**src/gbh_pkg.sv**
```systemverilog
`timescale 1ns / 1ps
// ----------------------------------------------------------------------------
// gbh_pkg
// Shared types and constants of the group boost hysteresis controller.
// ----------------------------------------------------------------------------
package gbh_pkg;

  localparam int LevelW     = 11;
  localparam int TimeW      = 64;
  localparam int GapW       = 32;
  localparam int IndexW     = 4;
  localparam int IndexSpan  = 2 ** IndexW;
  localparam int MaskW      = 16;
  localparam int CfgIndexW  = 3;
  localparam int CfgDataW   = 32;
  localparam int InDataW    = 80;
  localparam int OutDataW   = 72;
  localparam int QueueDepth = 2;
  localparam int GroupsDefault = 16;

  localparam logic [LevelW-1:0] LevelDisabled = 11'd1024;
  localparam logic [LevelW-1:0] LevelBoost    = 11'd0;

  localparam logic [LevelW-1:0] UpLevelReset   = LevelDisabled;
  localparam logic [LevelW-1:0] DownLevelReset = LevelDisabled;
  localparam logic [GapW-1:0]   MinGapReset    = 32'd16000000;
  localparam logic [GapW-1:0]   RetainReset    = 32'd16000000;
  localparam logic [MaskW-1:0]  MaskReset      = 16'd0;

  localparam logic [CfgIndexW-1:0] RegUpLevel   = 3'd0;
  localparam logic [CfgIndexW-1:0] RegDownLevel = 3'd1;
  localparam logic [CfgIndexW-1:0] RegMinGap    = 3'd2;
  localparam logic [CfgIndexW-1:0] RegRetain    = 3'd3;
  localparam logic [CfgIndexW-1:0] RegGroupMask = 3'd4;

  localparam logic CmdDecide = 1'b0;
  localparam logic CmdQuery  = 1'b1;

  typedef struct packed {
    logic [LevelW-1:0] up_level;
    logic [LevelW-1:0] down_level;
    logic [GapW-1:0]   min_gap_ns;
    logic [GapW-1:0]   retain_ns;
    logic [MaskW-1:0]  group_enable_mask;
  } cfg_t;

  typedef struct packed {
    logic              cmd;
    logic              in_range;
    logic [IndexW-1:0] group_index;
    logic [TimeW-1:0]  now_time;
    logic [LevelW-1:0] avg_load;
  } item_t;

  typedef struct packed {
    logic             boosted;
    logic             group_active;
    logic             decision_made;
    logic [TimeW-1:0] activation_time;
  } result_t;

endpackage

```
**src/gbh_front.sv**
```systemverilog
`timescale 1ns / 1ps
// ----------------------------------------------------------------------------
// gbh_front
// Input stage: takes a transaction, unpacks and classifies it, and hands it
// to the queue.
// ----------------------------------------------------------------------------
module gbh_front #(
  parameter int GROUPS = gbh_pkg::GroupsDefault
) (
  input  logic                         clk_i,
  input  logic                         rst_ni,
  input  logic                         s_axis_tvalid_i,
  output logic                         s_axis_tready_o,
  input  logic [gbh_pkg::InDataW-1:0]  s_axis_tdata_i,
  input  logic                         s_axis_tuser_i,
  input  logic                         full_i,
  output logic                         push_o,
  output gbh_pkg::item_t               item_o
);

  localparam logic [31:0] GroupsW = 32'(GROUPS);
  localparam int NowLo  = gbh_pkg::IndexW;
  localparam int LoadLo = gbh_pkg::IndexW + gbh_pkg::TimeW;

  logic           valid_q, valid_d;
  gbh_pkg::item_t item_q;
  gbh_pkg::item_t item_d;
  logic           accept;

  assign push_o          = valid_q && !full_i;
  assign s_axis_tready_o = !valid_q || !full_i;
  assign accept          = s_axis_tvalid_i && s_axis_tready_o;
  assign item_o          = item_q;

  always_comb begin
    item_d.cmd         = s_axis_tuser_i;
    item_d.group_index = s_axis_tdata_i[gbh_pkg::IndexW-1:0];
    item_d.now_time    = s_axis_tdata_i[NowLo +: gbh_pkg::TimeW];
    item_d.avg_load    = s_axis_tdata_i[LoadLo +: gbh_pkg::LevelW];
    item_d.in_range    = 32'(item_d.group_index) < GroupsW;
  end

  always_comb begin
    if (accept) begin
      valid_d = 1'b1;
    end else if (push_o) begin
      valid_d = 1'b0;
    end else begin
      valid_d = valid_q;
    end
  end

  always_ff @(posedge clk_i or negedge rst_ni) begin
    if (!rst_ni) begin
      valid_q <= 1'b0;
    end else begin
      valid_q <= valid_d;
    end
  end

  always_ff @(posedge clk_i) begin
    if (accept) begin
      item_q <= item_d;
    end
  end

endmodule

```
**config.mk**
```make
export PLATFORM = sky130hd
export DESIGN_NAME = gbh_front
export DESIGN_NICKNAME = d
export VERILOG_FILES = /design/src/gbh_pkg.sv /design/src/gbh_front.sv
export SDC_FILE = /design/constraint.sdc
export NUM_CORES = 1
export LEC_CHECK = 0
export CORE_ASPECT_RATIO = 0.9
export CORE_UTILIZATION = 40
export DETAILED_ROUTE_END_ITERATION = 10
export DONT_BUFFER_PORTS = 1
export PLACE_DENSITY = 0.62
export SYNTH_ARGS = -nofsm -noshare
export SYNTH_HDL_FRONTEND = slang
export SYNTH_SLANG_ARGS = --single-unit
```
**constraint.sdc**
```tcl
create_clock -name clk_i -period 4.15 [get_ports clk_i]
set_input_delay 1.0375 -clock clk_i [delete_from_list [all_inputs] [get_ports clk_i]]
set_output_delay 1.0375 -clock clk_i [all_outputs]
set_load 0.01 [all_outputs]
```
== Word-level counts from Yosys, hierarchy flattened ==
Cells that the tools add are included.
Widths: inputs -> output; s select.

* Muxes and demuxes: 2
* Reductions and logical operators: 6

{| class="wikitable"
|+ Operator list
! kind !! count
|-
| $logic_and 1x1->1 || 2
|-
| $logic_not 1->1 || 2
|-
| $mux 1 || 2
|-
| $reduce_bool 2->1 || 1
|-
| $logic_or 1x1->1 || 1
|}

* Bits in registers: 81
* Input port bits: 85
* Output and inout port bits: 83
* Logic and storage cells: 13

== Longest topological paths before layout ==
* Depth after elaboration: 4
* Gate-level depth with buffers: 1
* Mapped depth without buffers: 1

== Worst setup path after synthesis ==
Ideal clock, no wire load.

* Path type: in2reg
* Start: input s_axis_tvalid_i
* End: register item_q (netlist bit item_o[0]) (enable)
* Library setup time: 0.540 ns
* Data arrival time: 4.844 ns
* Required time: 3.610 ns
* Path slack: -1.234 ns
* Stages on the path: 1
* Path through: a21boi_1

* Longest elaborated chain between the ends: 1

{| class="wikitable"
|+ RTL lines
! element !! RTL line !! source
|-
| start, declared || gbh_front.sv:12 || <nowiki>input logic s_axis_tvalid_i,</nowiki>
|-
| $logic_and 1x1->1 || gbh_front.sv:32 || <nowiki>assign accept = s_axis_tvalid_i && s_axis_tready_o;</nowiki>
|-
| end signal, assigned || gbh_front.sv:63 || <nowiki>item_q <= item_d;</nowiki>
|-
| end, declared || gbh_front.sv:26 || <nowiki>gbh_pkg::item_t item_q;</nowiki>
|}

Every way passes these cells.
A chain may end at the register's enable or synchronous reset.

== Worst setup path after layout ==
* Start: input full_i
* End: output push_o

* Longest elaborated chain between the ends: 2

{| class="wikitable"
|+ RTL lines
! element !! RTL line !! source
|-
| start, declared || gbh_front.sv:16 || <nowiki>input logic full_i,</nowiki>
|-
| $logic_not 1->1 || gbh_front.sv:30 || <nowiki>assign push_o = valid_q && !full_i;</nowiki>
|-
| $logic_and 1x1->1 || gbh_front.sv:30 ||
|-
| end, declared || gbh_front.sv:17 || <nowiki>output logic push_o,</nowiki>
|}

Every way passes these cells.

==> out/summary.txt <==
outcome - finished with violations
failing checks - DRC
Layout fillers - 451
startpoint types - input pin
initial antenna violation count - 0
layout cells sized above 1 - 14.9%
Post-Syn Nets - 172
final worst slack - 1.88 ns
num rows - 26
Ys Warns - 0
RSZ-0062 raised after global routing - no
Area Overhead vs Synth - 12.0%
Leak - 0.000902 uW
post-route setup TNS - 0 ns
# port buffers - 0
sequential area share after synthesis - 98.5%
Initial Util - 42.3%
PD cells - 576 nW/um^2
CP max stage cell - nor2b_1
boundary pin count - 168
Post-Route Utilization - 47.4%
relative slew slack - 39.5%
gr ovfl total - 0
maxcap violations - 0
synthesis-stage register bit count - 81
Levels on crit path - 1
Tightest Hold Check Type - in -> async
Tcrit/Tclk final - 54.7%
required time of the critical path - 3.11 ns
Post-Syn Instances - 87
fin crit period - 2.27 ns
Post-Synthesis Cell Area - 2460 sq um
pre-CTS setup slack - 1.84 ns
nets - 183
GP Congestion - 0.719
worst path cell trace - nor2b_1
clock latency on the worst-skew pair - 0.33 ns
CTS tree - yes
cts bufs inserted - 9
Final Hold Viols - 0
CP bufs+invs - 0
most frequent cells in the layout - 80 x edfxtp_1, 9 x clkbuf_8, 2 x bufinv_16, 2 x clkinv_2
drt drc - 14
clock skew - 0.0106 ns
vias in the first global route - 941
count of different cell masters after synthesis - 8
slew at the pin closest to its max-slew limit - 0.907 ns
Die X - 84.7 microns
Die Height - 76.5 microns
WL final - 3820 microns
Die ar. - 6480 sq um
most common cell after layout, fill and taps aside - edfxtp_1
# setup viols final - 0
initial DRC count - 91
CTS Hold Buffers Added - 0
Post-CTS Setup Repair Bufs - 0
Via density - 5.26
ANT cells - 0
# H-tree levels - 3
via count - 899
largest net degree at the start of global routing - 81
Worst Path Class, Setup - in -> out
Data arrival, critical path - 1.23 ns
max frequency - 440 MHz
R2R Setup Slk - 2.46 ns
deepest clock path buffer count - 2
Pwr Total - 1590 uW
maximum VDD drop - 0.000265 V
delay-heaviest family, CP - simple AND/OR/NAND/NOR gates
Avg Cell Area, Syn - 28.3 sq um
highest net fanout along the worst path - 4
post-CTS sizing - 0
WL per Instance - 22.3 microns
antenna viol nets, final - 0
Worst path max stage delay - 0.20 ns
Worst-path clk slew - 0.07 ns
first-pass GRT wire length - 5300 microns
Total GRT Usage - 12.3%
clock sink total - 81
core area - 5820 sq um
CP endpoint kind - output pin
CTS Root Cell - clkbuf_8
Max Slew Vio Count - 0
R2R cell count - 2
Initial DRT Pass Iterations - 8
worst paths after layout:
check / start / to
worst max-delay path: full_i / push_o
worst min-delay path: rst_ni / valid_q$_DFFE_PN0P_
worst max register to register: valid_q$_DFFE_PN0P_ / item_o[69]$_DFFE_PP_
worst min register to register: valid_q$_DFFE_PN0P_ / valid_q$_DFFE_PN0P_
max in group asynchronous: rst_ni / valid_q$_DFFE_PN0P_
min in group clk_i: valid_q$_DFFE_PN0P_ / valid_q$_DFFE_PN0P_
layer usage:
metal / up-vias / share of wire (%) / GRT usage (%) / routed length [microns]
li1: 364 / - / - / -
met1: 409 / 27 / 8.28 / 1020
met2: 116 / 50 / 20.0 / 1920
met3: 10 / 21 / 12.1 / 791
met4: 0 / 2.2 / 8.14 / 84
met5: - / 0 / 0 / 0
Yosys cell counts:
cell type,n,area (sq um)
edfxtp_1,80,2400
a21boi_1,1,7.51
a21o_1,1,7.51
buf_4,1,7.51
conb_1,1,3.75
dfrtp_1,1,25.0
nand2_1,1,3.75
nor2b_1,1,6.26
stage by stage:
step	instance area (sq um)	hold WS, ns	std cells
2_1_floorplan	2470	0.505	87
3_3_place_gp	2560	0.559	157
3_5_place_dp	2560	0.565	157
4_1_cts	2760	0.366	171
5_1_grt	2760	0.356	171
6_report	2760	0.387	171
layout make-up:
cell class                 instances  area (sq um)  share of cell area, %
sequential                        81          2430                   87.9
tap                               70          87.6                   3.17
multi-input combinational          5          40.0                   1.45
timing repair buffer               1          7.51                  0.272
clock buffer                      10           128                   4.62
clock inverter                     4          70.1                   2.54
state kept, by name, indices dropped and copies added (netlist names):
signal	count
valid_q	1
item_o	80
power by group:
part           internal (uW)  switching [uW]
registers                957            38.5
logic                   2.77            19.4
clock network            330             241
logic make-up after synthesis:
group | count (synthesis) | share of synthesized area (%)
buffers and inverters | 1 | 0.305
and+or+nand+nor | 2 | 0.406
AOI/OAI and AO/OA | 2 | 0.610
DFF | 81 | 98.5
other | 1 | 0.152
(Power assumes the default switching activity.)
