===== config.mk =====
export PLATFORM = sky130hd
export DESIGN_NAME = gbh_back
export DESIGN_NICKNAME = d
export VERILOG_FILES = /design/src/gbh_pkg.sv /design/src/gbh_back.sv
export SDC_FILE = /design/constraint.sdc
export NUM_CORES = 2
export LEC_CHECK = 0
export BUFFER_PORTS_ARGS = -buffer_cell sky130_fd_sc_hd__buf_2
export CORE_AREA = 2 2 740 742
export CTS_CLUSTER_DIAMETER = 40
export DETAILED_ROUTE_END_ITERATION = 6
export DIE_AREA = 0 0 742 744
export PLACE_DENSITY_LB_ADDON = 0.05
export SLEW_MARGIN = 0
export SYNTH_ARGS = -nofsm -noshare
export SYNTH_HDL_FRONTEND = slang
export SYNTH_SLANG_ARGS = --single-unit

===== constraint.sdc =====
create_clock -name clk_i -period 23.2 [get_ports clk_i]
set_input_delay 4.64 -clock clk_i [delete_from_list [all_inputs] [get_ports clk_i]]
set_output_delay 4.64 -clock clk_i [all_outputs]
set_load 0.1 [all_outputs]

===== src/gbh_pkg.sv =====
`timescale 1ns / 1ps
// ----------------------------------------------------------------------------
// gbh_pkg
// Shared types and constants of the group boost hysteresis controller.
// ----------------------------------------------------------------------------
package gbh_pkg;

  localparam int LevelW     = 11;
  localparam int TimeW      = 64;
  localparam int GapW       = 32;
  localparam int IndexW     = 4;
  localparam int IndexSpan  = 2 ** IndexW;
  localparam int MaskW      = 16;
  localparam int CfgIndexW  = 3;
  localparam int CfgDataW   = 32;
  localparam int InDataW    = 80;
  localparam int OutDataW   = 72;
  localparam int QueueDepth = 2;
  localparam int GroupsDefault = 16;

  localparam logic [LevelW-1:0] LevelDisabled = 11'd1024;
  localparam logic [LevelW-1:0] LevelBoost    = 11'd0;

  localparam logic [LevelW-1:0] UpLevelReset   = LevelDisabled;
  localparam logic [LevelW-1:0] DownLevelReset = LevelDisabled;
  localparam logic [GapW-1:0]   MinGapReset    = 32'd16000000;
  localparam logic [GapW-1:0]   RetainReset    = 32'd16000000;
  localparam logic [MaskW-1:0]  MaskReset      = 16'd0;

  localparam logic [CfgIndexW-1:0] RegUpLevel   = 3'd0;
  localparam logic [CfgIndexW-1:0] RegDownLevel = 3'd1;
  localparam logic [CfgIndexW-1:0] RegMinGap    = 3'd2;
  localparam logic [CfgIndexW-1:0] RegRetain    = 3'd3;
  localparam logic [CfgIndexW-1:0] RegGroupMask = 3'd4;

  localparam logic CmdDecide = 1'b0;
  localparam logic CmdQuery  = 1'b1;

  typedef struct packed {
    logic [LevelW-1:0] up_level;
    logic [LevelW-1:0] down_level;
    logic [GapW-1:0]   min_gap_ns;
    logic [GapW-1:0]   retain_ns;
    logic [MaskW-1:0]  group_enable_mask;
  } cfg_t;

  typedef struct packed {
    logic              cmd;
    logic              in_range;
    logic [IndexW-1:0] group_index;
    logic [TimeW-1:0]  now_time;
    logic [LevelW-1:0] avg_load;
  } item_t;

  typedef struct packed {
    logic             boosted;
    logic             group_active;
    logic             decision_made;
    logic [TimeW-1:0] activation_time;
  } result_t;

endpackage


===== src/gbh_back.sv =====
`timescale 1ns / 1ps
// ----------------------------------------------------------------------------
// gbh_back
// Execution stage: reads the group record, applies the gates and the
// hysteresis rule, writes the record back and registers the result.
// ----------------------------------------------------------------------------
module gbh_back #(
  parameter int GROUPS = gbh_pkg::GroupsDefault
) (
  input  logic             clk_i,
  input  logic             rst_ni,
  input  gbh_pkg::cfg_t    cfg_i,
  input  logic             empty_i,
  input  gbh_pkg::item_t   item_i,
  output logic             pop_o,
  output logic             m_valid_o,
  input  logic             m_ready_i,
  output gbh_pkg::result_t result_o
);

  localparam int Depth = (GROUPS < gbh_pkg::IndexSpan) ? GROUPS : gbh_pkg::IndexSpan;
  localparam int IdxW  = (Depth > 1) ? $clog2(Depth) : 1;
  localparam int TW    = gbh_pkg::TimeW;

  localparam logic PhIdle = 1'b0;
  localparam logic PhExec = 1'b1;

  logic phase_q, phase_d;

  logic          act_q   [Depth];
  logic [TW-1:0] last_q  [Depth];
  logic [TW-1:0] low_q   [Depth];
  logic [TW-1:0] actat_q [Depth];

  gbh_pkg::item_t   it_q;
  logic             rec_act_q;
  logic [TW-1:0]    rec_last_q, rec_low_q, rec_actat_q;
  logic             out_valid_q, out_valid_d;
  gbh_pkg::result_t out_q, out_d;

  logic [IdxW-1:0] rd_idx, wr_idx;
  logic            fire, disabled, boost, enabled, gap_ok, expired, decide;
  logic [TW:0]     gap_diff, hold_diff;
  logic            new_act;
  logic [TW-1:0]   new_last, new_low, new_actat;

  assign rd_idx = item_i.group_index[IdxW-1:0];
  assign wr_idx = it_q.group_index[IdxW-1:0];
  assign pop_o  = (phase_q == PhIdle) && !empty_i;
  assign fire   = (phase_q == PhExec) && (!out_valid_q || m_ready_i);

  assign m_valid_o = out_valid_q;
  assign result_o  = out_q;

  always_comb begin
    disabled  = cfg_i.up_level == gbh_pkg::LevelDisabled;
    boost     = cfg_i.up_level == gbh_pkg::LevelBoost;
    enabled   = cfg_i.group_enable_mask[it_q.group_index];
    gap_diff  = {1'b0, it_q.now_time} - {1'b0, rec_last_q};
    gap_ok    = !gap_diff[TW] && (gap_diff[TW-1:0] >= TW'(cfg_i.min_gap_ns));
    hold_diff = {1'b0, rec_last_q} - {1'b0, rec_low_q};
    expired   = !hold_diff[TW] && (hold_diff[TW-1:0] > TW'(cfg_i.retain_ns));
    decide    = (it_q.cmd == gbh_pkg::CmdDecide) && it_q.in_range && !disabled &&
                enabled && gap_ok;

    new_act   = rec_act_q;
    new_low   = rec_low_q;
    new_actat = rec_actat_q;
    new_last  = it_q.now_time;
    if (boost) begin
      new_act   = 1'b1;
      new_low   = '0;
      new_actat = it_q.now_time;
    end else begin
      if (!rec_act_q) begin
        if (it_q.avg_load > cfg_i.up_level) begin
          new_act = 1'b1;
        end
      end else if (it_q.avg_load < cfg_i.down_level) begin
        if (rec_low_q == '0) begin
          new_low = rec_last_q;
        end else if (expired) begin
          new_low = '0;
          new_act = 1'b0;
        end
      end else begin
        new_low = '0;
      end
      if (new_act != rec_act_q) begin
        new_actat = new_act ? it_q.now_time : '0;
      end
    end

    out_d.boosted         = (it_q.cmd == gbh_pkg::CmdQuery) && it_q.in_range && !disabled &&
                            enabled && (boost || rec_act_q);
    out_d.decision_made   = decide;
    out_d.group_active    = it_q.in_range && (decide ? new_act : rec_act_q);
    out_d.activation_time = !it_q.in_range ? '0 : (decide ? new_actat : rec_actat_q);
  end

  always_comb begin
    phase_d = phase_q;
    case (phase_q)
      PhIdle: begin
        if (pop_o) begin
          phase_d = PhExec;
        end
      end
      PhExec: begin
        if (fire) begin
          phase_d = PhIdle;
        end
      end
      default: phase_d = PhIdle;
    endcase
  end

  always_comb begin
    if (fire) begin
      out_valid_d = 1'b1;
    end else if (m_ready_i) begin
      out_valid_d = 1'b0;
    end else begin
      out_valid_d = out_valid_q;
    end
  end

  always_ff @(posedge clk_i or negedge rst_ni) begin
    if (!rst_ni) begin
      phase_q     <= PhIdle;
      out_valid_q <= 1'b0;
    end else begin
      phase_q     <= phase_d;
      out_valid_q <= out_valid_d;
    end
  end

  always_ff @(posedge clk_i or negedge rst_ni) begin
    if (!rst_ni) begin
      for (int i = 0; i < Depth; i++) begin
        act_q[i]   <= 1'b0;
        last_q[i]  <= '0;
        low_q[i]   <= '0;
        actat_q[i] <= '0;
      end
    end else if (fire && decide) begin
      act_q[wr_idx]   <= new_act;
      last_q[wr_idx]  <= new_last;
      low_q[wr_idx]   <= new_low;
      actat_q[wr_idx] <= new_actat;
    end
  end

  always_ff @(posedge clk_i) begin
    if (pop_o) begin
      it_q        <= item_i;
      rec_act_q   <= act_q[rd_idx];
      rec_last_q  <= last_q[rd_idx];
      rec_low_q   <= low_q[rd_idx];
      rec_actat_q <= actat_q[rd_idx];
    end
    if (fire) begin
      out_q <= out_d;
    end
  end

endmodule


### After elaboration in Yosys (flattened, before gate mapping)

Cells that the tools add are included.

| cells by class | value |
|---|---|
| eq/ne operators | 2 |
| magnitude comparators | 8 |
| bitwise gates (word level) | 4 |
| add/subtract/negate cells | 2 |
| multiplexer cells | 44 |
| reduce and logical (&&, ||, !) cells | 25 |

Operators with widths:

| cell | count |
|---|---|
| 1024-bit bitwise mux | 3 |
| 64-bit two-way mux | 16 |
| 64-bit binary-select mux with 4-bit select | 3 |
| 64-bit demux with 4-bit select | 1 |
| 64-bit by 64-bit subtractor with 65-bit output | 2 |
| 64-bit by 32-bit greater-or-equal comparator with 1-bit output | 1 |
| 64-bit by 32-bit > comparator with 1-bit output | 1 |
| 64-bit zero test | 1 |
| 16-bit bitwise mux | 1 |
| 1-bit two-way mux | 16 |
| 1-bit logical AND | 15 |
| 11-bit == test, second input constant | 1 |
| 11-bit > comparator | 1 |
| 11-bit zero test | 1 |
| 11-bit < comparator | 1 |
| 5-bit greater-or-equal comparator, second input constant | 2 |
| 4-bit NOT with 5-bit output | 2 |
| 1-bit binary-select mux with 4-bit select | 2 |
| 1-bit zero test | 5 |
| 4-bit by 5-bit < comparator with 1-bit output, second input constant | 1 |
| 5-bit by 1-bit < comparator with 1-bit output, second input constant | 1 |
| 1-bit demux with 4-bit select | 1 |
| 1-bit logical OR | 2 |
| 1-bit NOT | 2 |
| other kinds (3) | 3 |

| word-level totals | value |
|---|---|
| output and inout port bits | 69 |
| register bits | 3431 |

### Logic depth before layout (Yosys ltp)

| logic depth | value |
|---|---|
| depth in word-level cells | 12 |
| mapped depth | 30 |
| depth with buffers taken out | 25 |

### Worst setup path before layout

No wires, ideal clock.

| path | value |
|---|---|
| path kind | in2out |
| from | input empty_i |
| to | output pop_o |
| arrival time | 17.211 ns |
| path slack | 1.349 ns |
| required time | 18.560 ns |
| stages on the path | 1 |
| buffers on the path | 0 |
| path through | nor2_1 |

| between the ends | value |
|---|---|
| longest elaborated chain between the ends | 2 |

RTL lines:

| element | line | text |
|---|---|---|
| from (decl) | gbh_back.sv:13 | `input logic empty_i,` |
| 1-bit zero test | gbh_back.sv:49 | `assign pop_o = (phase_q == PhIdle) && !empty_i;` |
| 1-bit logical AND | gbh_back.sv:49 |  |
| to (decl) | gbh_back.sv:15 | `output logic pop_o,` |

Every way passes these cells.

### Worst setup path after layout

| path | value |
|---|---|
| from | input cfg_i[61] (netlist name) |
| to | register last_q[994] (netlist name) |

| between the ends | value |
|---|---|
| longest elaborated chain between the ends | 4 |

RTL lines:

| element | line | text |
|---|---|---|
| from (decl) | gbh_back.sv:12 | `input gbh_pkg::cfg_t cfg_i,` |
| 64-bit by 32-bit greater-or-equal comparator with 1-bit output | gbh_back.sv:60 | `gap_ok = !gap_diff[TW] && (gap_diff[TW-1:0] >= TW'(cfg_i.min_gap_ns));` |
| 1-bit logical AND | gbh_back.sv:60 |  |
| 1-bit logical AND | gbh_back.sv:64 | `enabled && gap_ok;` |
| 1-bit logical AND | gbh_back.sv:146 | `end else if (fire && decide) begin` |
| to (signal, indexed assignment) | gbh_back.sv:148 | `last_q[wr_idx] <= new_last;` |
| to (decl) | gbh_back.sv:31 | `logic [TW-1:0] last_q [Depth];` |

Every way passes these cells.
A chain may end at the register's enable or synchronous reset.

==> flow_metrics.tcl <==
set metrics [dict create \
    status "finished, final reports clean" \
    clk-insertion-delay-late_ns 1.10 \
    critPathKind "in2reg" \
    critPathCaptureType "flip-flop" \
    rsz0062_at_grt "false" \
    final.period_utilization 0.479 \
    synthArstFlopShare 0.901 \
    critPathRequiredTime_ns 24.13 \
    crit_path_start_kind "primary input" \
    path_clk_slew_ns 0.05 \
    grt_usage 0.203 \
    start_util 0.300 \
    die_area_mm2 0.552 \
    slew_headroom 0.108 \
    die_h_um 744 \
    antenna_found_initial 42 \
    grt_pass1_vias 107000 \
    layout_common_cells "dfrtp_1, mux2_1, mux4_2" \
    io_buffers 255 \
    wl_um 563000 \
    p_clk_frac 0.541 \
    gp_congestion 0.859 \
    post_cts_buffers 0 \
    post_drt_wl_per_cell_um 30.4 \
    yosysWarnings 0 \
    postSynthAreaPerCell_um2 15.6 \
    avgViaCountPerCell 5.21 \
    cts_tree "built" \
    finalSetupViolations 0 \
    power.density_mw_per_mm2 93.2 \
    area_delta_synth_final_pct 19.3 \
    dp_cells 17300 \
    syn_inst 10400 \
    switching_share 0.262 \
    layout-drive-gt1-share 0.282 \
    first_pass_iters 6 \
    fp.coreArea_mm2 0.544 \
    total_power_w 0.0181 \
    path_max_fanout 38 \
    grt_max_degree 171 \
    fin_util 0.357 \
    cts_buffer_depth 4 \
    overflow 0 \
    cts_root_buffer "clkbuf_16" \
    dp_hpwl_um 341000 \
    synthFlopType "dfrtp_1" \
    cts_resized 0 \
    leakagePower_nw 92.3 \
    cts_buffers 652 \
    synth_edf_count 341 \
    combinationalPowerShare 0.097 \
    p_int_w 0.0134 \
    hold_viol_final 0 \
    ioPinCount 256 \
    instances_no_fill 18500 \
    ant_nets 0 \
    postCtsHoldBufs 0 \
    cts.htree.levels 6 \
    rows 271 \
    period_minus_slack_ns 11.11 \
    cp.arrival_ns 12.03 \
    drc_errors 0 \
    max_freq_ghz 0.0900 \
    fin_skew_ns 0.0671 \
    die_width_um 742 \
    min-delay-path-class "reg2reg" \
    ys_seq_elements 3431 \
    syn_nets 10800 \
    fin_nets 11100 \
    seqPwrFrac 0.362 \
    grt_pass1_wl_um 813000 \
    cts_num_sinks 3431 \
    vias 96600 \
    tightest_slew_ns 1.33 \
    maxCapViolCount 0 \
    pre_cts_slack_ns 10.93 \
    setup_slack_ns 12.09 \
    p_sw_w 0.00475 \
    final_common_cell "dfrtp_1" \
    synth_seq_area_share 0.538 \
    drt_iter0_drc 5767 \
    vdd_drop_max_uv 72.0 \
    synth_cell_types 90 \
    fin_tns_setup_ns 0 \
    syn_area_mm2 0.163 \
    drv_slew 0 \
]
==> final timing paths <==
kind                                   start      endpoint  slack [ns]  depth (start not counted)
max in group asynchronous             rst_ni  actat_q[886]       15.04                          6
worst min register to register  actat_q[834]  actat_q[834]        0.48                          1
worst max-delay path               cfg_i[61]   last_q[994]       12.09                         22
worst max register to register   new_last[2]    low_q[447]       12.10                         26
min in group asynchronous             rst_ni    low_q[521]        3.43                          1
worst min-delay path            actat_q[834]  actat_q[834]        0.48                          1
==> cell families after synthesis <==
| group | Yosys count | synth area share |
|---|---|---|
| simple gates | 642 | 0.0205 |
| flops | 3431 | 0.538 |
| compound gates | 842 | 0.0397 |
| fa+ha+maj | 215 | 0.0166 |
| buf+inv | 1131 | 0.0335 |
| xor+xnor | 88 | 0.00473 |
| mux | 4068 | 0.347 |
==> critical path, stage by stage <==
cell,delay (ns)
buf_2,0.08
inv_1,0.04
ha_1,0.30
a21o_1,0.16
a21oi_1,0.68
buf_4,0.31
o22ai_1,0.10
nor4_1,0.29
o21ai_0,0.16
a211o_1,0.47
nor4_1,0.35
nand4_1,0.15
nor4_1,0.22
nand4_1,0.19
o311ai_4,0.62
buf_4,0.57
nor4_4,0.09
buf_4,0.41
buf_4,0.45
buf_4,0.48
buf_4,0.51
mux2_1,0.44
==> stage by stage <==
step	hold WS, ns	area, um^2
after floorplan	0.452	163000
after global placement	0.461	171000
after detailed placement	0.469	171000
after CTS	0.478	194000
after global routing	0.485	194000
final	0.475	194000
==> flip-flops by register name (all words and copies together) (netlist names) <==
name / flops
low_q: 1024
rec_actat_q: 64
it_q: 13
phase_q: 1
actat_q: 1024
rec_act_q: 1
rec_low_q: 64
wr_idx: 4
last_q: 1024
rec_last_q: 64
result_o: 67
act_q: 16
new_last: 64
m_valid_o: 1
==> Yosys cell counts, types with 7 or more instances <==
cell type,number,share of area
a32o_1,65,0.0040
o21a_1,30,0.0014
nor3_1,38,0.0012
nor2b_1,27,0.0010
nand2b_1,23,0.00088
o21bai_1,21,0.00097
a211oi_1,39,0.0018
or3_1,13,0.00050
ha_1,213,0.016
o221ai_1,9,0.00048
o21ai_1,7,0.00022
buf_4,203,0.0094
a31oi_1,15,0.00058
mux2_2,483,0.033
buf_2,216,0.0066
clkbuf_1,362,0.0083
inv_1,252,0.0058
xnor2_1,45,0.0024
buf_1,74,0.0017
nor4_1,52,0.0020
a2111oi_0,9,0.00048
nand2_1,175,0.0040
a22o_4,60,0.0065
o21ai_0,114,0.0035
xor2_1,43,0.0023
o211ai_1,23,0.0011
dfrtp_1,3090,0.47
nand4_1,96,0.0037
nand3_1,28,0.00086
a21oi_1,233,0.0072
o31ai_1,10,0.00046
nor4_2,15,0.0012
edfxtp_1,341,0.063
nor2_1,125,0.0029
and4_1,7,0.00038
buf_6,24,0.0017
a21o_1,44,0.0020
a22o_1,70,0.0038
or2_2,12,0.00046
mux2_1,2606,0.18
mux2i_1,25,0.0015
mux4_2,954,0.13
==> power by group through the flow <==
stage | Combinational, W | Sequential, W | Clock, W
after CTS | 0.00179 | 0.00656 | 0.0100
after floorplan | 0.000963 | 0.00669 | 0
after global routing | 0.00190 | 0.00659 | 0.0103
after global placement | 0.00177 | 0.00664 | 0
after detailed placement | 0.00178 | 0.00666 | 0
final | 0.00176 | 0.00656 | 0.00979
==> routing by layer <==
metal,GRT usage,vias to the layer above,routed length (um)
met4,0.0497,4,13100
met2,0.331,2008,265000
met5,0,-,26
li1,-,40300,-
met3,0.0244,730,20400
met1,0.288,53500,264000
==> layout make-up <==
type                       instances  area, um^2
multi-input combinational       5855       70000
inverter                         252         948
clock buffer                     878       18500
antenna                           11        27.5
tap                             7234        9050
timing repair buffer             535        3760
clock inverter                   336        4400
fill                           51500      349000
sequential                      3431       87600
Power figures use the tool's default switching activity.
