==> src/gbh_pkg.sv <==
`timescale 1ns / 1ps
// ----------------------------------------------------------------------------
// gbh_pkg
// Shared types and constants of the group boost hysteresis controller.
// ----------------------------------------------------------------------------
package gbh_pkg;

  localparam int LevelW     = 11;
  localparam int TimeW      = 64;
  localparam int GapW       = 32;
  localparam int IndexW     = 4;
  localparam int IndexSpan  = 2 ** IndexW;
  localparam int MaskW      = 16;
  localparam int CfgIndexW  = 3;
  localparam int CfgDataW   = 32;
  localparam int InDataW    = 80;
  localparam int OutDataW   = 72;
  localparam int QueueDepth = 2;
  localparam int GroupsDefault = 16;

  localparam logic [LevelW-1:0] LevelDisabled = 11'd1024;
  localparam logic [LevelW-1:0] LevelBoost    = 11'd0;

  localparam logic [LevelW-1:0] UpLevelReset   = LevelDisabled;
  localparam logic [LevelW-1:0] DownLevelReset = LevelDisabled;
  localparam logic [GapW-1:0]   MinGapReset    = 32'd16000000;
  localparam logic [GapW-1:0]   RetainReset    = 32'd16000000;
  localparam logic [MaskW-1:0]  MaskReset      = 16'd0;

  localparam logic [CfgIndexW-1:0] RegUpLevel   = 3'd0;
  localparam logic [CfgIndexW-1:0] RegDownLevel = 3'd1;
  localparam logic [CfgIndexW-1:0] RegMinGap    = 3'd2;
  localparam logic [CfgIndexW-1:0] RegRetain    = 3'd3;
  localparam logic [CfgIndexW-1:0] RegGroupMask = 3'd4;

  localparam logic CmdDecide = 1'b0;
  localparam logic CmdQuery  = 1'b1;

  typedef struct packed {
    logic [LevelW-1:0] up_level;
    logic [LevelW-1:0] down_level;
    logic [GapW-1:0]   min_gap_ns;
    logic [GapW-1:0]   retain_ns;
    logic [MaskW-1:0]  group_enable_mask;
  } cfg_t;

  typedef struct packed {
    logic              cmd;
    logic              in_range;
    logic [IndexW-1:0] group_index;
    logic [TimeW-1:0]  now_time;
    logic [LevelW-1:0] avg_load;
  } item_t;

  typedef struct packed {
    logic             boosted;
    logic             group_active;
    logic             decision_made;
    logic [TimeW-1:0] activation_time;
  } result_t;

endpackage

==> src/gbh_queue.sv <==
`timescale 1ns / 1ps
// ----------------------------------------------------------------------------
// gbh_queue
// Short FIFO of classified items between the front and the back.
// ----------------------------------------------------------------------------
module gbh_queue (
  input  logic           clk_i,
  input  logic           rst_ni,
  input  logic           push_i,
  input  gbh_pkg::item_t item_i,
  output logic           full_o,
  input  logic           pop_i,
  output logic           empty_o,
  output gbh_pkg::item_t item_o
);

  localparam int Depth = gbh_pkg::QueueDepth;
  localparam int PtrW  = (Depth > 1) ? $clog2(Depth) : 1;
  localparam int CntW  = $clog2(Depth + 1);
  localparam logic [CntW-1:0] DepthC = CntW'(Depth);

  gbh_pkg::item_t  mem_q [Depth];
  logic [PtrW-1:0] wr_ptr_q, wr_ptr_d;
  logic [PtrW-1:0] rd_ptr_q, rd_ptr_d;
  logic [CntW-1:0] count_q, count_d;

  assign full_o  = count_q == DepthC;
  assign empty_o = count_q == '0;
  assign item_o  = mem_q[rd_ptr_q];

  always_comb begin
    wr_ptr_d = wr_ptr_q;
    rd_ptr_d = rd_ptr_q;
    count_d  = count_q;
    if (push_i) begin
      wr_ptr_d = (32'(wr_ptr_q) == Depth - 1) ? '0 : wr_ptr_q + 1'b1;
    end
    if (pop_i) begin
      rd_ptr_d = (32'(rd_ptr_q) == Depth - 1) ? '0 : rd_ptr_q + 1'b1;
    end
    if (push_i && !pop_i) begin
      count_d = count_q + 1'b1;
    end else if (pop_i && !push_i) begin
      count_d = count_q - 1'b1;
    end
  end

  always_ff @(posedge clk_i or negedge rst_ni) begin
    if (!rst_ni) begin
      wr_ptr_q <= '0;
      rd_ptr_q <= '0;
      count_q  <= '0;
    end else begin
      wr_ptr_q <= wr_ptr_d;
      rd_ptr_q <= rd_ptr_d;
      count_q  <= count_d;
    end
  end

  always_ff @(posedge clk_i) begin
    if (push_i) begin
      mem_q[wr_ptr_q] <= item_i;
    end
  end

endmodule

==> config.mk <==
export PLATFORM = sky130hd
export DESIGN_NAME = gbh_queue
export DESIGN_NICKNAME = d
export VERILOG_FILES = /design/src/gbh_pkg.sv /design/src/gbh_queue.sv
export SDC_FILE = /design/constraint.sdc
export NUM_CORES = 1
export LEC_CHECK = 0
export ABC_AREA = 1
export BUFFER_PORTS_ARGS = -buffer_cell sky130_fd_sc_hd__buf_4
export CORE_UTILIZATION = 45
export DETAILED_ROUTE_END_ITERATION = 8
export PLACE_DENSITY = 0.72
export SYNTH_ARGS = -nofsm -noshare
export SYNTH_HDL_FRONTEND = slang
export SYNTH_SLANG_ARGS = --single-unit
==> constraint.sdc <==
create_clock -name clk_i -period 3.9 [get_ports clk_i]
set_input_delay 0.975 -clock clk_i [delete_from_list [all_inputs] [get_ports clk_i]]
set_output_delay 0.975 -clock clk_i [all_outputs]
set_load 0.03 [all_outputs]
; ---- Yosys cells after proc, flatten, opt, wreduce, memory -nomap -nowiden
; Memories as Yosys holds them, arrays and structs flattened.
; Index checks and enable logic that the tools add are counted.
[word_totals]
ram_bits = 162
mem_bits_ro = 0
mem_count = 1
regBits = 4
latch_bits = 0
word_cells = 21
[classes]
addsub = 4
order_cmp = 0
bitwise_logic = 0
n_mux = 6
n_eq_ne = 1
shifts = 0
n_mul = 0
n_reduce_logical = 6
n_div = 0
[mem_list]
columns = memory, depth, width, rd, rd_clocked_by_memory_dff, write_ports, line_no
row1 = mem_q, 2, 81, 1, 0, 1, gbh_queue.sv:22  ; gbh_pkg::item_t mem_q [Depth];
[ops]
columns = op, n
row1 = 1-bit two-way mux, 4
row2 = 2-bit two-way mux, 2
row3 = "1-bit adder, second input constant", 2
row4 = "2-bit by 1-bit adder with 2-bit output, second input constant", 1
row5 = "2-bit equality test, second input constant", 1
row6 = 1-bit logical AND, 2
row7 = 1-bit logical NOT, 2
row8 = 2-bit logical NOT, 1
row9 = 2-bit nonzero test, 1
row10 = "2-bit by 1-bit subtractor with 2-bit output, second input constant", 1

; ---- Logic depth before layout (Yosys ltp)
; Gate-level depths: netlist of run 1.
[logic_depth]
ltp_word = 4
mapped_depth = 7

; ---- Worst setup path after synthesis of run 1
; Ideal clock, no wire load.
[synth_timing]
kind = in2reg
startpoint = input port push_i
endpoint = memory mem_q[0][0] in the netlist's numbering (enable)
path_buffers = 0
required_time_ps = 3377
arrival_time_ps = 4408
path_stages = 2
slack_ps = -1031
cell_sequence = inv_1 -> nor2_1
[synth_between]
elab_chain_len = 2
[synth_lines]
columns = element, line_no
row1 = start: declaration, gbh_queue.sv:9  ; input logic push_i,
row2 = 1-bit two-way mux, gbh_queue.sv:61  ; if (push_i) begin
row3 = 1-bit two-way mux (implied by the code), gbh_queue.sv:62  ; mem_q[wr_ptr_q] <= item_i;
row4 = end: declaration, gbh_queue.sv:22
; No other way between the ends.

==> results of run 1 <==
==> flip-flops by register name, indices dropped and copies added (netlist names) <==
register and flops:
wr_ptr_q 1, mem_q 162, count_q 2, rd_ptr_q 1
==> worst paths after layout <==
| check | startpoint | endpoint | slack, ns | cells past startpoint |
|---|---|---|---|---|
| min in group clk_i | wr_ptr_q | wr_ptr_q | 0.54 | 1 |
| hold / removal | rst_ni | rd_ptr_q | 0.34 | 1 |
| hold reg to reg | wr_ptr_q | wr_ptr_q | 0.54 | 1 |
| setup reg to reg | wr_ptr_q | mem_q[1][6] | 2.17 | 3 |
| max in group asynchronous | rst_ni | rd_ptr_q | 3.44 | 1 |
| setup / recovery | rd_ptr_q | item_o[64] | 0.71 | 3 |
==> worst max-delay path: cells and delay by family, from the launching register on <==
family / cells / cell delay, ns
buffers and inverters: 2 / 0.65
muxes: 1 / 0.35
DFF: 1 / 0.77
==> power groups by stage <==
| stage | clock network [µW] | registers (µW) | logic (µW) |
|---|---|---|---|
| after detailed placement | 0 | 2590 | 2580 |
| after global routing | 1720 | 2580 | 2670 |
| after global placement | 0 | 2570 | 2550 |
| after floorplan | 0 | 2490 | 2000 |
| after CTS | 1660 | 2550 | 2580 |
| final | 1620 | 2540 | 2540 |
==> cells in the mapped netlist, drive strengths merged <==
| cell type | count | area [µm²] |
|---|---|---|
| xor2 | 2 | 17.5 |
| ha | 1 | 12.5 |
| nand2 | 5 | 18.8 |
| xnor2 | 1 | 8.76 |
| buf | 9 | 171 |
| dfrtp | 4 | 100 |
| edfxtp | 162 | 4860 |
| nand3 | 1 | 5.00 |
| nor2 | 3 | 11.3 |
| mux2 | 81 | 1210 |
| inv | 7 | 26.3 |
| nand4 | 1 | 6.26 |
==> area by class of cell <==
cell class,count,area share
clock inverters,10,0.0155
inverters,7,0.00327
well taps,180,0.0268
flip-flops and latches,166,0.591
multi-input cells,95,0.154
repair buffers,171,0.157
clock buffers,22,0.0528
==> layer usage <==
layer | GRT usage | wire length (µm) | vias to the layer above
li1 | - | - | 1443
met5 | 0 | 0 | -
met1 | 0.176 | 4310 | 1494
met4 | 0.0779 | 187 | 0
met3 | 0.0562 | 745 | 17
met2 | 0.245 | 5520 | 111
==> cells by family after synthesis <==
group / synth area share
muxes: 0.187
adders and majority gates: 0.00194
buffers and inverters: 0.0306
DFF: 0.770
and+or+nand+nor: 0.00640
xor gates and xnor gates: 0.00407
==> through the flow <==
stage	total power [µW]	instance area, µm²	setup WS (ns)	cells
after detailed placement	5160	7840	1.13	619
after floorplan	4490	6450	0.374	277
after global routing	6980	8410	0.611	651
after CTS	6790	8410	0.667	651
after global placement	5120	7840	1.18	619
final	6710	8410	0.713	651
==> Implementation_results.wiki, run 1 <==
{| class="wikitable"
! Metric !! Value
|-
| Vias in the first global route || about 3100
|-
| Count of mapped cells out of synthesis || 277
|-
| Class of the most critical hold timing path || in -> async
|-
| Tcrit/Tclk final || 0.817
|-
| GRT Util Overall || 0.151
|-
| Netlist area before placement || ~0.0065 mm²
|-
| Timing-limited maximum frequency || approximately 0.31 GHz
|-
| Most used cell along the critical path || buf_4
|-
| Number of buffers inserted by post-CTS setup repair || 0
|-
| Util after Layout || 0.604
|-
| Number of library cell types mapped by synthesis || 14
|-
| Hold Vio Cnt, Final || 0
|-
| Critical-path cell with the highest stage delay || dfrtp_4
|-
| Filler Cells Inserted || 1015
|-
| Total of warnings raised by yosys || 0
|-
| Layout cells sized above 1 || 0.597
|-
| Die width || between 100 and 150 µm
|-
| Remaining routing DRC violations || 0
|-
| Syn Nets || ~360
|-
| CP required || between 2 and 3 ns
|-
| TritonCTS Buffers || 17
|-
| Combinational share of power || 0.380
|-
| Area of the core region || about 0.014 mm²
|-
| Overall via count from detail_route || 3065
|-
| Clock tree from TritonCTS || built
|-
| Final period demand of the worst path || about 3.2 ns
|-
| Number of buffers added on ports || 167
|-
| Initial antenna violation count || 0
|-
| Quantity of hold-fixing buffers added after cts || 0
|-
| Sequential area share after synthesis || 0.770
|-
| Max clock buf depth || 2
|-
| Final hold slack || about 0.34 ns
|-
| Fin Setup TNS || 0 ns
|-
| Internal power component || 4530 µW
|-
| Height of the die || approximately 120 µm
|-
| DRT iter0 DRCs || about 170
|-
| H-Tree Depth || 4
|-
| NumNets Final || approximately 540
|-
| Area growth syn-to-layout || 30.4%
|-
| Count of final max-slew check failures || 0
|-
| Detailed-router iteration count before antenna repair || 4
|-
| Register clock-pin slew on the reported worst setup and hold paths || 0.06 ns
|-
| CP max stage delay || 0.77 ns
|-
| Post-DP HPWL || 7130 µm
|-
| Final antenna diode count || 0
|-
| Setup skew after layout || just under 0.007 ns
|-
| Gp weighted congestion || between 0.7 and 0.8
|-
| Worst Path Arrival || roughly 2.2 ns
|-
| Area used by multi-input combinational logic || 0.00130 mm²
|-
| Mean instance size in the synthesized netlist || approximately 23 µm²
|-
| Fraction of power spent switching nets || 0.325
|-
| Outcome || complete, no violations
|-
| Detail Route Antenna Nets || 0
|-
| Max Cap Viol || 0
|-
| Setup crit end kind || primary output
|-
| Flop and latch count out of synthesis || about 170
|-
| Clock latency on the worst-skew pair || between 0.4 and 0.5 ns
|-
| Via-to-Cell Ratio || ~4.7
|-
| Count of clock tree sinks || ~170
|-
| Share of total power in sequential cells || 0.379
|-
| P_sw || around 2200 µW
|-
| Sort of element at the start of the critical path || register
|-
| Most common library cell in the layout ignoring fill and taps || buf_4
|-
| Pin count of the biggest net entering global routing || 82
|-
| Row cnt || 43
|-
| Critical-path cell list || buf_4 -> mux2_4 -> buf_4
|-
| Total of endpoints with negative setup slack in the final report || 0
|-
| Relative max-transition margin || 0.611
|-
| Leakage || ~0.0034 µW
|-
| RSZ-0062 raised after global routing || false
|-
| Post-DR wirelength/cell || ~17 µm
|-
| Worst IR drop on VDD || 0.000394 V
|-
| Gates resized, CTS repair || 0
|-
| CP Class || reg -> out
|-
| Critical path fanouts, max || 28
|-
| Area used by sequential logic in the layout || about 0.005 mm²
|-
| Slew at the pin with the worst max-slew slack || a little under 0.6 ns
|-
| Initial core utilization || 0.463
|-
| Part of the power in the clock network || 0.242
|-
| Area enclosed by the die boundary || 0.0148 mm²
|-
| Power Dens Cells || 797 mW/mm²
|-
| Top-level port count || between 150 and 200
|-
| Total global routing overflow || 0
|-
| First-pass GRT wire length || 16100 µm
|-
| Root cell of the clock tree || clkbuf_16
|-
| Final routed wirelength across all metal layers || ~11000 µm
|-
| Highest-count cells in the layout ignoring fill and taps || buf_4, edfxtp_1, mux2_4
|}
No activity file was read; power rests on OpenSTA's default activity.
==> run 2, diff against run 1 <==
==> constraint.sdc (replaced) <==
create_clock -name clk_i -period 2.9 [get_ports clk_i]
set_input_delay 0.725 -clock clk_i [delete_from_list [all_inputs] [get_ports clk_i]]
set_output_delay 0.725 -clock clk_i [all_outputs]
set_load 0.03 [all_outputs]
==> run 2 against run 1 <==
Against the previous run: global-route usage is 0.066 points lower; die area unchanged; flip-flop and latch count unchanged; critical path depth did not move; via count increased by 0.42%; worst setup slack got worse by 0.48 ns; sequential power increased by 34%; sequential share of layout area down 0.51 points; clock power is 47% higher; routed wire length is 0.48% higher; clock skew rose by 0.00052 ns; non-clock buffer count increased by 3; critical path type unchanged; largest cell class unchanged.
==> Implementation_results.wiki, run 2 (same netlist as run 1, synthesis figures left out) <==
{| class="wikitable"
! Metric !! Value
|-
| Cell count after placement || around 620
|-
| Max Cap Viol || 0
|-
| Critical-path cell list || buf_4 -> mux2_2 -> buf_4
|-
| Overall via count from detail_route || around 3100
|-
| Slew at the pin with the worst max-slew slack || approximately 0.62 ns
|-
| Count of clock tree sinks || around 170
|-
| Area growth syn-to-layout || 31.5%
|-
| RSZ-0062 raised after global routing || false
|-
| Worst IR drop on VDD || approximately 0.00068 V
|-
| Class of the most critical hold timing path || in -> async
|-
| CP max stage delay || 0.68 ns
|-
| Sort of element at the start of the critical path || register
|-
| Tcrit/Tclk final || 0.919
|-
| Row cnt || 43
|-
| Root cell of the clock tree || clkbuf_16
|-
| CP Class || reg -> out
|-
| Clock latency on the worst-skew pair || around 0.42 ns
|-
| DRT iter0 DRCs || roughly 250
|-
| Highest-count cells in the layout ignoring fill and taps || buf_4, edfxtp_1, mux2_4
|-
| Die width || ~120 µm
|-
| Power Dens Cells || 1090 mW/mm²
|-
| Detailed-router iteration count before antenna repair || 5
|-
| Quantity of hold-fixing buffers added after cts || 0
|-
| Total of endpoints with negative setup slack in the final report || 0
|-
| GRT Util Overall || 0.151
|-
| Most used cell along the critical path || buf_4
|-
| Number of buffers added on ports || around 170
|-
| Final routed wirelength across all metal layers || 10800 µm
|-
| Vias in the first global route || a little over 3000
|-
| Post-route non-filler standard cell count || roughly 650
|-
| Largest reg by FF count || mem_q
|-
| Critical-path cell with the highest stage delay || dfrtp_4
|-
| Layout cells sized above 1 || 0.603
|-
| Gates resized, CTS repair || 0
|-
| Max clock buf depth || 2
|-
| TritonCTS Buffers || 17
|-
| Filler Cells Inserted || between 1000 and 1500
|-
| Number of buffers and inverters on the critical path || 2
|-
| Setup crit end kind || primary output
|-
| Final period demand of the worst path || around 2.7 ns
|-
| CP required || ~2.2 ns
|-
| Relative max-transition margin || 0.584
|-
| Total global routing overflow || 0
|-
| Pin count of the biggest net entering global routing || between 40 and 50
|-
| Fin Setup TNS || 0 ns
|-
| Post-DP HPWL || a little over 7000 µm
|-
| Area of the core region || 0.0139 mm²
|-
| Detail Route Antenna Nets || 0
|-
| Clock tree from TritonCTS || built
|-
| Final antenna diode count || 0
|-
| Post-DR wirelength/cell || 16.5 µm
|-
| Height of the die || ~120 µm
|-
| Area used by sequential logic in the layout || 0.00497 mm²
|-
| Via-to-Cell Ratio || 4.71
|-
| Count of final max-slew check failures || 0
|-
| Initial antenna violation count || 1
|-
| Most common library cell in the layout ignoring fill and taps || buf_4
|-
| Timing-limited maximum frequency || roughly 0.38 GHz
|-
| First-pass GRT wire length || 16000 µm
|-
| Setup skew after layout || 0.00744 ns
|-
| Worst Path Arrival || a little under 2 ns
|-
| Category of cells accounting for the largest share of critical-path delay || flip-flops
|-
| Outcome || complete, no violations
|-
| Remaining routing DRC violations || 0
|-
| Hold Vio Cnt, Final || 0
|-
| Largest registers in the final layout || mem_q: 162 flops, count_q: 2 flops
|-
| Area enclosed by the die boundary || 0.0148 mm²
|-
| Register clock-pin slew on the reported worst setup and hold paths || about 0.06 ns
|-
| Number of buffers inserted by post-CTS setup repair || 0
|-
| Area used by multi-input combinational logic || roughly 0.0013 mm²
|-
| NumNets Final || about 550
|-
| H-Tree Depth || 4
|-
| Gp weighted congestion || 0.685
|-
| Final hold slack || a little under 0.09 ns
|-
| Top-level port count || 168
|-
| Leakage || between 0.003 and 0.004 µW
|-
| Critical path fanouts, max || 20
|-
| Largest register FFs || 162
|-
| Initial core utilization || 0.463
|}
run 2: worst paths after layout:
path | from | cells after the start | slack [ns] | to
setup / recovery | rd_ptr_q | 3 | 0.24 | item_o[60]
hold / removal | rst_ni | 1 | 0.09 | wr_ptr_q
setup reg to reg | wr_ptr_q | 2 | 1.43 | mem_q[0][11]
hold reg to reg | count_q[1] | 2 | 0.51 | count_q[1]
max in group asynchronous | rst_ni | 1 | 2.70 | rd_ptr_q
min in group clk_i | pop_i | 2 | 0.49 | rd_ptr_q
run 2: metal layers:
metal / wire, µm / global-route usage / vias to the layer above
met1: 4330 / 0.173 / 1494
met5: 9 / 0 / -
met2: 5470 / 0.243 / 110
met4: 206 / 0.0772 / 2
met3: 805 / 0.0609 / 17
li1: - / - / 1455
run 2: report_power, final:
| group | switching [µW] | internal, µW | total (µW) |
|---|---|---|---|
| Combinational | 1880 | 1570 | 3450 |
| Clock | 857 | 1520 | 2380 |
| Sequential | 205 | 3190 | 3400 |
run 2: final cells by class:
cell class,instances,area share
sequential,166,0.586
timing repair buffer,174,0.157
multi-input combinational,95,0.153
clock buffer,18,0.0506
tap,180,0.0265
clock inverter,14,0.0245
inverter,7,0.00324
run 2: metrics by stage:
stage               total power (µW)  utilization  worst slack, ns  cell area (µm²)
finish                          9220        0.609            0.235             8490
global route                    9600        0.609            0.154             8490
CTS                             9330        0.609            0.197             8490
detailed placement              6950        0.563            0.663             7850
global placement                6900        0.563            0.669             7850
floorplan                       6040            -            0.115             6460
